==> config.mk <==
export PLATFORM = sky130hd
export DESIGN_NAME = voice_color_hsv_to_rgb565
export DESIGN_NICKNAME = d
export VERILOG_FILES = /design/src/rtl/vc565_pkg.sv /design/src/rtl/vc565_step.sv /design/src/rtl/voice_color_hsv_to_rgb565.sv
export SDC_FILE = /design/constraint.sdc
export NUM_CORES = 2
export LEC_CHECK = 0
export ABC_AREA = 1
export BUFFER_PORTS_ARGS = -buffer_cell sky130_fd_sc_hd__buf_2
export CELL_PAD_IN_SITES_DETAIL_PLACEMENT = 1
export CELL_PAD_IN_SITES_GLOBAL_PLACEMENT = 1
export CORE_MARGIN = 4
export CORE_UTILIZATION = 43
export CTS_CLUSTER_SIZE = 8
export DETAILED_ROUTE_END_ITERATION = 8
export PLACE_DENSITY = 0.67
export SYNTH_ARGS = -nofsm -noshare
export SYNTH_HDL_FRONTEND = slang
export SYNTH_SLANG_ARGS = --single-unit
==> constraint.sdc <==
create_clock -name aclk -period 50.2 [get_ports aclk]
set_input_delay 2.51 -clock aclk [delete_from_list [all_inputs] [get_ports aclk]]
set_output_delay 2.51 -clock aclk [all_outputs]
set_load 0.02 [all_outputs]
==> src/rtl/vc565_pkg.sv <==
// Shared widths and defaults for the voice color HSV to RGB565 block.
`timescale 1ns / 1ps
package vc565_pkg;
    localparam int FRACTION_BITS_DEF = 16;
    localparam int TAG_W             = 8;
    localparam int ENV_W             = 16;
    localparam int ROSTER_W          = 12;
    localparam int PAIRS_W           = ROSTER_W - 1;
    localparam int COLOR_W           = 16;
endpackage

==> src/rtl/vc565_step.sv <==
// One pipeline stage: one divider quotient bit, and one square-root digit when DO_SQ is set.
`timescale 1ns / 1ps
module vc565_step import vc565_pkg::*; #(
    parameter int FRACTION_BITS = FRACTION_BITS_DEF,
    parameter bit DO_SQ         = 1'b1,
    parameter int SIDE_W        = 1
) (
    input  logic                         aclk,
    input  logic                         aresetn,
    input  logic                         en,
    input  logic [PAIRS_W-1:0]           pairs,
    input  logic                         in_valid,
    input  logic [2*FRACTION_BITS+1:0]   in_rad,
    input  logic [FRACTION_BITS+1:0]     in_rem,
    input  logic [FRACTION_BITS:0]       in_root,
    input  logic [FRACTION_BITS+6:0]     in_num,
    input  logic [PAIRS_W-1:0]           in_drem,
    input  logic [FRACTION_BITS-1:0]     in_q,
    input  logic [SIDE_W-1:0]            in_side,
    output logic                         out_valid,
    output logic [2*FRACTION_BITS+1:0]   out_rad,
    output logic [FRACTION_BITS+1:0]     out_rem,
    output logic [FRACTION_BITS:0]       out_root,
    output logic [FRACTION_BITS+6:0]     out_num,
    output logic [PAIRS_W-1:0]           out_drem,
    output logic [FRACTION_BITS-1:0]     out_q,
    output logic [SIDE_W-1:0]            out_side
);
    localparam int F = FRACTION_BITS;

    logic              valid_reg;
    logic [2*F+1:0]    rad_reg, rad_next;
    logic [F+1:0]      rem_reg, rem_next;
    logic [F:0]        root_reg, root_next;
    logic [F+6:0]      num_reg;
    logic [PAIRS_W-1:0] drem_reg, drem_next;
    logic [F-1:0]      q_reg, q_next;
    logic [SIDE_W-1:0] side_reg;

    logic [F+3:0]      sq_sh;
    logic [F+3:0]      sq_trial;
    logic              sq_ge;
    logic [PAIRS_W:0]  dv_sh;
    logic              dv_ge;

    always_comb begin
        sq_sh    = {in_rem, in_rad[2*F+1:2*F]};
        sq_trial = {1'b0, in_root, 2'b01};
        sq_ge    = sq_sh >= sq_trial;
        if (DO_SQ) begin
            rad_next  = in_rad << 2;
            rem_next  = sq_ge ? (F+2)'(sq_sh - sq_trial) : sq_sh[F+1:0];
            root_next = {in_root[F-1:0], sq_ge};
        end else begin
            rad_next  = in_rad;
            rem_next  = in_rem;
            root_next = in_root;
        end
        dv_sh     = {in_drem, in_num[F+6]};
        dv_ge     = dv_sh >= {1'b0, pairs};
        drem_next = dv_ge ? PAIRS_W'(dv_sh - {1'b0, pairs}) : dv_sh[PAIRS_W-1:0];
        q_next    = {in_q[F-2:0], dv_ge};
    end

    always_ff @(posedge aclk) begin
        if (!aresetn) begin
            valid_reg <= 1'b0;
        end else if (en) begin
            valid_reg <= in_valid;
        end
    end

    always_ff @(posedge aclk) begin
        if (en) begin
            rad_reg  <= rad_next;
            rem_reg  <= rem_next;
            root_reg <= root_next;
            num_reg  <= in_num << 1;
            drem_reg <= drem_next;
            q_reg    <= q_next;
            side_reg <= in_side;
        end
    end

    assign out_valid = valid_reg;
    assign out_rad   = rad_reg;
    assign out_rem   = rem_reg;
    assign out_root  = root_reg;
    assign out_num   = num_reg;
    assign out_drem  = drem_reg;
    assign out_q     = q_reg;
    assign out_side  = side_reg;
endmodule

==> src/rtl/voice_color_hsv_to_rgb565.sv <==
// Top level: voice tag and envelope to an RGB565 color, fully pipelined.
`timescale 1ns / 1ps
// Accepts one request per clock unless the m_ side stalls, and returns one
// color per request, in order. FRACTION_BITS + 7 stages of a shared digit
// pipeline (one bit of the roster hue division per stage, plus one envelope
// square-root digit where DO_SQ is set) feed five stages of multiply and pack.
// A stall on the m_ side holds the whole pipeline; nothing is dropped.
// roster_size may be written only while no request is in flight.
module voice_color_hsv_to_rgb565 import vc565_pkg::*; #(
    parameter int FRACTION_BITS = FRACTION_BITS_DEF
) (
    input  logic                aclk,
    input  logic                aresetn,
    input  logic                cfg_we,
    input  logic [ROSTER_W-1:0] cfg_wdata,
    input  logic                s_tvalid,
    output logic                s_tready,
    input  logic [23:0]         s_tdata,   // tag[7:0], envelope[23:8]
    input  logic                s_tuser,   // all_birds
    output logic                m_tvalid,
    input  logic                m_tready,
    output logic [COLOR_W-1:0]  m_tdata    // color[15:0]
);
    localparam int F      = FRACTION_BITS;
    localparam int D      = F + 7;
    localparam int SIDE_W = 2*F + 2;
    localparam logic [F:0]   ONE     = (F+1)'(64'd1 << F);
    localparam logic [F-1:0] SAT     = F'(((64'd85 << F) + 64'd50) / 64'd100);
    localparam logic [F:0]   DIM     = (F+1)'(((64'd78 << F) + 64'd50) / 64'd100);
    localparam logic [F-1:0] H_BASE  = F'(((64'd6 << F) + 64'd50) / 64'd100);
    localparam logic [F-1:0] H_STEP  = F'(((64'd21 << F) + 64'd50) / 64'd100);
    localparam logic [F-1:0] QUARTER = F'(64'd1 << (F-2));
    localparam logic [F-1:0] THREEQ  = F'((64'd3 << F) >> 2);
    localparam logic [F-1:0] ONE_M_S = F'((64'd1 << F) - ((64'd85 << F) + 64'd50) / 64'd100);

    logic [ROSTER_W-1:0] roster_reg;
    logic                en;
    logic [PAIRS_W-1:0]  pairs;

    logic               v_c    [0:D];
    logic [2*F+1:0]     rad_c  [0:D];
    logic [F+1:0]       rem_c  [0:D];
    logic [F:0]         root_c [0:D];
    logic [F+6:0]       num_c  [0:D];
    logic [PAIRS_W-1:0] drem_c [0:D];
    logic [F-1:0]       q_c    [0:D];
    logic [SIDE_W-1:0]  side_c [0:D];

    logic [TAG_W-1:0]   tag;
    logic [ENV_W-1:0]   env;
    logic [14:0]        env_c;
    logic [F:0]         val0;
    logic [F-1:0]       hue_fx;

    always_ff @(posedge aclk) begin
        if (!aresetn) begin
            roster_reg <= '0;
        end else if (cfg_we) begin
            roster_reg <= cfg_wdata;
        end
    end

    assign en       = !m_tvalid || m_tready;
    assign s_tready = en;
    assign pairs    = (roster_reg[ROSTER_W-1:1] == '0) ? PAIRS_W'(1) : roster_reg[ROSTER_W-1:1];

    always_comb begin
        tag = s_tdata[7:0];
        env = s_tdata[23:8];
        if (env[15]) begin
            env_c = '0;
        end else if (env > 16'd16384) begin
            env_c = 15'd16384;
        end else begin
            env_c = env[14:0];
        end
        val0   = (s_tuser && tag[0]) ? DIM : ONE;
        hue_fx = F'(H_BASE + F'(H_STEP * tag[1:0]));
    end

    assign v_c[0]    = s_tvalid;
    assign rad_c[0]  = (2*F+2)'(env_c) << (2*F-14);
    assign rem_c[0]  = '0;
    assign root_c[0] = '0;
    assign num_c[0]  = {tag[7:1], F'(0)};
    assign drem_c[0] = '0;
    assign q_c[0]    = '0;
    assign side_c[0] = {val0, hue_fx, s_tuser};

    for (genvar i = 0; i < D; i++) begin : g_step
        vc565_step #(
            .FRACTION_BITS(F),
            .DO_SQ        (i <= F),
            .SIDE_W       (SIDE_W)
        ) u_step (
            .aclk     (aclk),
            .aresetn  (aresetn),
            .en       (en),
            .pairs    (pairs),
            .in_valid (v_c[i]),
            .in_rad   (rad_c[i]),
            .in_rem   (rem_c[i]),
            .in_root  (root_c[i]),
            .in_num   (num_c[i]),
            .in_drem  (drem_c[i]),
            .in_q     (q_c[i]),
            .in_side  (side_c[i]),
            .out_valid(v_c[i+1]),
            .out_rad  (rad_c[i+1]),
            .out_rem  (rem_c[i+1]),
            .out_root (root_c[i+1]),
            .out_num  (num_c[i+1]),
            .out_drem (drem_c[i+1]),
            .out_q    (q_c[i+1]),
            .out_side (side_c[i+1])
        );
    end

    logic           va_reg, vb_reg, vc_reg, vd_reg, vo_reg;
    logic [F:0]     scale_reg, scale_next;
    logic [F:0]     val0a_reg;
    logic [F-1:0]   huea_reg, huea_next;
    logic [2*F:0]   mul_sq;
    logic [F:0]     valb_reg, valb_next;
    logic [2:0]     secb_reg;
    logic [F-1:0]   fb_reg;
    logic [2*F+1:0] mul_v;
    logic [F+2:0]   h6;
    logic [F:0]     valc_reg;
    logic [2:0]     secc_reg;
    logic [F:0]     pc_reg;
    logic [F-1:0]   sfc_reg, s1fc_reg;
    logic [2*F:0]   mul_p;
    logic [2*F-1:0] mul_sf;
    logic [2*F:0]   mul_s1f;
    logic [F:0]     vald_reg, pd_reg, qd_reg, td_reg;
    logic [2:0]     secd_reg;
    logic [2*F+1:0] mul_q, mul_t;
    logic [F:0]     r_sel, g_sel, b_sel;
    logic [F+8:0]   r_b, g_b, b_b;
    logic [COLOR_W-1:0] color_reg, color_next;

    always_comb begin
        mul_sq     = (2*F+1)'(THREEQ * root_c[D]);
        scale_next = (F+1)'(QUARTER) + mul_sq[2*F:F];
        huea_next  = side_c[D][0] ? q_c[D] : side_c[D][F:1];
        mul_v      = (2*F+2)'(val0a_reg * scale_reg);
        valb_next  = mul_v[2*F:F];
        h6         = (F+3)'(huea_reg * 3'd6);
        mul_p      = (2*F+1)'(valb_reg * ONE_M_S);
        mul_sf     = (2*F)'(SAT * fb_reg);
        mul_s1f    = (2*F+1)'(SAT * (ONE - (F+1)'(fb_reg)));
        mul_q      = (2*F+2)'(valc_reg * (ONE - (F+1)'(sfc_reg)));
        mul_t      = (2*F+2)'(valc_reg * (ONE - (F+1)'(s1fc_reg)));
        case (secd_reg)
            3'd0: begin r_sel = vald_reg; g_sel = td_reg;   b_sel = pd_reg;   end
            3'd1: begin r_sel = qd_reg;   g_sel = vald_reg; b_sel = pd_reg;   end
            3'd2: begin r_sel = pd_reg;   g_sel = vald_reg; b_sel = td_reg;   end
            3'd3: begin r_sel = pd_reg;   g_sel = qd_reg;   b_sel = vald_reg; end
            3'd4: begin r_sel = td_reg;   g_sel = pd_reg;   b_sel = vald_reg; end
            default: begin r_sel = vald_reg; g_sel = pd_reg; b_sel = qd_reg; end
        endcase
        r_b = {r_sel, 8'd0} - (F+9)'(r_sel);
        g_b = {g_sel, 8'd0} - (F+9)'(g_sel);
        b_b = {b_sel, 8'd0} - (F+9)'(b_sel);
        color_next = {r_b[F+7:F+3], g_b[F+7:F+2], b_b[F+7:F+3]};
    end

    always_ff @(posedge aclk) begin
        if (!aresetn) begin
            va_reg <= 1'b0;
            vb_reg <= 1'b0;
            vc_reg <= 1'b0;
            vd_reg <= 1'b0;
            vo_reg <= 1'b0;
        end else if (en) begin
            va_reg <= v_c[D];
            vb_reg <= va_reg;
            vc_reg <= vb_reg;
            vd_reg <= vc_reg;
            vo_reg <= vd_reg;
        end
    end

    always_ff @(posedge aclk) begin
        if (en) begin
            scale_reg <= scale_next;
            val0a_reg <= side_c[D][2*F+1:F+1];
            huea_reg  <= huea_next;
            valb_reg  <= valb_next;
            secb_reg  <= h6[F+2:F];
            fb_reg    <= h6[F-1:0];
            valc_reg  <= valb_reg;
            secc_reg  <= secb_reg;
            pc_reg    <= (F+1)'(mul_p[2*F:F]);
            sfc_reg   <= mul_sf[2*F-1:F];
            s1fc_reg  <= mul_s1f[2*F-1:F];
            vald_reg  <= valc_reg;
            secd_reg  <= secc_reg;
            pd_reg    <= pc_reg;
            qd_reg    <= mul_q[2*F:F];
            td_reg    <= mul_t[2*F:F];
            color_reg <= color_next;
        end
    end

    assign m_tvalid = vo_reg;
    assign m_tdata  = color_reg;

    a_reset_empty: assert property (@(posedge aclk) !aresetn |=> !m_tvalid)
        else $error("output valid after reset");
    a_enter: assert property (@(posedge aclk) disable iff (!aresetn)
        (s_tvalid && s_tready) |=> v_c[1])
        else $error("accepted request lost at first stage");
    a_stall: assert property (@(posedge aclk) disable iff (!aresetn)
        !s_tready |-> (m_tvalid && !m_tready))
        else $error("pipeline stalled without output backpressure");
    a_hold_tail: assert property (@(posedge aclk) disable iff (!aresetn)
        (vd_reg && !en) |=> vd_reg)
        else $error("stage dropped during stall");
endmodule

## Yosys cells after proc, flatten, opt, wreduce, memory -nomap -nowiden

Index checks and enable logic that the tools add are counted.
Widths: inputs -> output; s select.

- Add/sub/neg operators: 46
- Multiply operators: 9
- Magnitude comparators: 41
- Equality and inequality tests: 4
- Muxes and demuxes: 46
- Reduce and logical (&&, ||, !) cells: 10

Operators by type and width:

| kind | count |
|---|---|
| $mux 18 | 15 |
| $ge 12x11->1 | 22 |
| $mux 11 | 22 |
| $sub 11x11->11 | 21 |
| $pmux 17 s3 | 3 |
| $sub 24x17->24 | 3 |
| $mul 18x18->33 | 2 |
| $sub 17x16->18 const A | 3 |
| $mul 15x33->31 const A | 1 |
| $mul 17x17->33 | 1 |
| $mul 15x15->30 const A | 1 |
| $mul 17x13->30 const B | 1 |
| $mux 15 | 2 |
| $ge 20x10->1 | 1 |
| $ge 20x11->1 | 1 |
| $ge 20x12->1 | 1 |
| $ge 20x13->1 | 1 |
| $ge 20x14->1 | 1 |
| $ge 20x15->1 | 1 |
| $ge 20x16->1 | 1 |
| $ge 20x17->1 | 1 |
| $ge 20x18->1 | 1 |
| $ge 20x3->1 | 1 |
| $ge 20x4->1 | 1 |
| other kinds (42) | 48 |

- Flip-flop bits (word level): 2,041
- Input bits: 42
- Output and inout port bits: 18
- Logic and storage cells: 340

## Logic depth before layout (Yosys ltp)

- Depth after elaboration: 5
- Depth in mapped cells: 38
- Depth with buffers taken out: 35

## Modules after synthesis

Synthesis repeated with hierarchy kept, for this count alone.

- Cells, all modules: 18,553
- Area, all modules: 203,217.4 µm²

By module, submodules not included:

| module | instances | cells each | area an instance (µm²) |
|---|---|---|---|
| vc565_step (g_step[0].u_step ...) | 16 | 567 | 6,677.7 |
| voice_color_hsv_to_rgb565 | 1 | 6,976 | 56,282.7 |
| vc565_step (g_step[17].u_step ...) | 6 | 323 | 5,571.6 |
| vc565_step (g_step[3].u_step) | 1 | 567 | 6,662.6 |

## Worst setup path after synthesis

OpenSTA, ideal clock, no wires.

- Path type: input-to-output
- Start point: in m_tready
- End point: out s_tready
- Arrival: 44.177 ns
- Path slack: 3.513 ns
- Cell stages on the path: 3
- Cell sequence: nor2_1 -> clkinv_1 -> clkbuf_1

- Cells in the longest elaborated chain, start to end: 1

Ends and longest elaborated chain:

| item | RTL line | RTL |
|---|---|---|
| start, declared | voice_color_hsv_to_rgb565.sv:21 | `input logic m_tready,` |
| $logic_or 1x1->1 | voice_color_hsv_to_rgb565.sv:63 | `assign en = !m_tvalid \|\| m_tready;` |
| end, declared | voice_color_hsv_to_rgb565.sv:17 | `output logic s_tready,` |

Every way passes these cells.

## Worst setup path after layout

- Start point: reg sfc_reg[0]
- End point: reg qd_reg[10] (data pin)

- Cells in the longest elaborated chain, start to end: 2

Ends and longest elaborated chain:

| item | RTL line | RTL |
|---|---|---|
| start, declared | voice_color_hsv_to_rgb565.sv:132 | `logic [F-1:0] sfc_reg, s1fc_reg;` |
| start signal, assigned | voice_color_hsv_to_rgb565.sv:196 | `sfc_reg <= mul_sf[2*F-1:F];` |
| $sub 17x16->18 | voice_color_hsv_to_rgb565.sv:153 | `mul_q = (2*F+2)'(valc_reg * (ONE - (F+1)'(sfc_reg)));` |
| $mul 18x18->33 | voice_color_hsv_to_rgb565.sv:153 |  |
| net mul_q[26] | voice_color_hsv_to_rgb565.sv:138 | `logic [2*F+1:0] mul_q, mul_t;` |
| end signal, assigned | voice_color_hsv_to_rgb565.sv:201 | `qd_reg <= mul_q[2*F:F];` |
| end, declared | voice_color_hsv_to_rgb565.sv:136 | `logic [F:0] vald_reg, pd_reg, qd_reg, td_reg;` |

The timed path passes the listed nets, and every way through them passes these cells.
A chain may end at the register's enable or synchronous reset.

==> out/results.ini <==
[status]
outcome=finished clean

[global_route]
grt_use_total_pct=22.1
grt.overflow.total=0
antenna_found_initial=4
grt_pass1_vias=88978
grt_pass1_wl_microns=490000
grt_max_degree=145

[detailed_routing]
wl_microns=303000
wl_met3_microns=11300
post_drt_wl_per_cell_microns=19.4
wl_met2_microns=147000
highest_layer=met4
ant_nets=0
drt_iter0_drc=4281
wl_met1_microns=136000
vias_per_cell=5.20
vias=81325
dr.pass1.iters=6
drc=0

[cells_and_area]
fin_cells=15629
fillers=29896
post_route_cells_drive_above_1_share_pct=3.61
area_growth_pct=9.19
largest_reg_flops=345
nets=14051

[timing]
relSlewSlack_pct=14.2
skew_ns=0.0937
worst_hold_slack_ns=0.359
layout_min_cycle_time_ns=8.56
grt_setup_unrepaired=false
worstMarginPinSlew_ns=1.28
setup_ws_ns=41.64
min_period_over_period_pct=17.1
setup_tns_ns=0
hold_viol=0
slew_violations=0
fmax_mhz=117
setup_viol=0

[floorplan]
dieArea_sq_um=275000
floorplan.initialDensity_pct=43.3
core_area_sq_um=265000
rows=189
io_pins=60
die-height_microns=525
die_width_microns=525

[yosys]
ys_async_sr_fraction_pct=0
yosysSeqAreaShare_pct=40.8
netlist_area_sq_um=115000
syn_area_per_cell_sq_um=9.67
synth_area_leaders=edfxtp_1, fa_1, ha_1, nand2_1, inv_1
yosysWarnings=0
syn_nets=13872
ys_ff_latch=1572
synth_cell_types=58
synth-edff-count=1533
synth_top_area_share_pct=40.1
synth_area_leader_cell=edfxtp_1
ys.flop_type=edfxtp_1
syn_inst=11869

[setup_path]
crit_slowest_cell=edfxtp_1
worstPathMaxFanout=18
worstPathRequired_ns=50.75
arrival_ns=9.12
cp-end-kind=flip-flop
cp_common_cell=nand2_1
setup.worst_path.class=reg2reg
crit_path_max_incr_delay_ns=0.71
startpoint_type=flip-flop

[placed_design]
gp_congestion=0.900
hpwl_microns=235000
pre_cts_ws_ns=41.65
portBuffers=58
dpl.cell_count=15354

[hold_path]
hp-class=reg2reg

[clocking]
cts_sinks=1572
clk_latency_ns=0.88
cts_resized=0
cts_tree=done
hold_buffers=0
cts.reportedPaths.clkPinSlew_ns=0.05
clockBufferDepth=4
cts_setup_buffers=0
cts_made_buffers=225
cts-root-buf=clkbuf_16
htree_levels=4

[run]
drv_cap=0

==> metal layers <==
| layer | global-route usage (%) | vias to the layer above |
|---|---|---|
| li1 | - | 39116 |
| met1 | 29.7 | 40472 |
| met2 | 38.0 | 1280 |
| met3 | 2.42 | 457 |
| met4 | 6.16 | 0 |
| met5 | 0 | - |
==> layout by cell type, fill, tap and decap left out, types with 17 or more instances in the layout <==
cell type / n
nand2_1: 2203
xnor2_1: 186
inv_1: 2111
buf_2: 58
clkbuf_16: 228
buf_4: 71
o21ai_0: 582
nor4_1: 28
o211ai_1: 25
or2_2: 44
dfxtp_1: 39
ha_1: 1162
nand4_1: 116
nand3b_1: 34
nor3_1: 128
nor2_1: 1120
xor2_1: 253
nand3_1: 409
o21a_1: 17
fa_1: 799
clkbuf_1: 33
a21oi_1: 607
edfxtp_1: 1533
o21bai_1: 37
a31oi_1: 38
a211oi_1: 20
a21o_1: 77
==> layout make-up <==
cell class	instances	area, sq um	share of cell area (%)
clock buffer	261	5830	4.65
antenna	5	12.5	0.00998
tap	3533	4420	3.53
inverter	2126	7990	6.37
clock inverter	9	124	0.0988
sequential	1572	46800	37.3
timing repair buffer	132	883	0.705
multi-input combinational	7991	59300	47.3
==> critical path, delay by kind of cell, from the launching register on <==
kind | cells | cell delay [ns]
buffers and inverters | 7 | 0.93
adders and majority gates | 8 | 3.58
AOI/OAI and AO/OA | 4 | 0.81
DFF | 1 | 0.71
and+or+nand+nor | 14 | 2.24
==> stage by stage <==
stage | area [sq um] | util (%)
after floorplan | 115000 | -
after global placement | 119000 | 45.0
after detailed placement | 119000 | 45.0
after CTS | 125000 | 47.2
after global routing | 125000 | 47.2
final | 125000 | 47.2
==> logic make-up (layout without fill, tap and decap cells) <==
family | after synthesis | after routing | synth area share, %
multiplexers | 1 | 1 | 0.00872
other | 1 | 6 | 0.00327
adder cells (fa/ha/maj) | 1961 | 1961 | 26.6
buffers and inverters | 2306 | 2528 | 7.59
XOR/XNOR | 441 | 441 | 3.37
AO/OA/AOI/OAI | 1470 | 1470 | 7.00
flip-flops | 1572 | 1572 | 40.8
AND/OR/NAND/NOR | 4117 | 4117 | 14.7
==> synthesized netlist by cell type (5+ instances only) <==
cell type,number
a211oi_1,20
o21ai_1,5
nand2_1,2204
o21ai_0,582
o31ai_1,8
or2_2,44
xnor2_1,187
a221oi_1,7
fa_1,799
o21a_1,17
xor2_1,253
nand3b_1,34
nor3_1,128
and2_1,6
o22ai_1,5
inv_1,2113
a21boi_0,14
ha_1,1162
clkbuf_1,139
edfxtp_1,1533
a21oi_1,607
buf_1,12
nand4_1,116
nand2_2,6
dfxtp_1,39
a21o_1,77
clkinv_1,11
o2111ai_1,11
o21bai_1,37
o211ai_1,25
buf_2,23
nor2_1,1120
a31oi_1,38
nand3_1,409
nor4_1,28
==> final timing paths <==
kind | startpoint | to | slack, ns | depth (start not counted)
hold reg to reg | g_step[21].u_step.out_side[15] | g_step[22].u_step.out_side[15] | 0.36 | 0
setup reg to reg | sfc_reg[0] | qd_reg[10] | 41.64 | 33
setup / recovery | sfc_reg[0] | qd_reg[10] | 41.64 | 33
hold / removal | g_step[21].u_step.out_side[15] | g_step[22].u_step.out_side[15] | 0.36 | 0
Power is not shown: default switching activity piles up to over one toggle a cycle in this logic, so the estimate is an artifact.
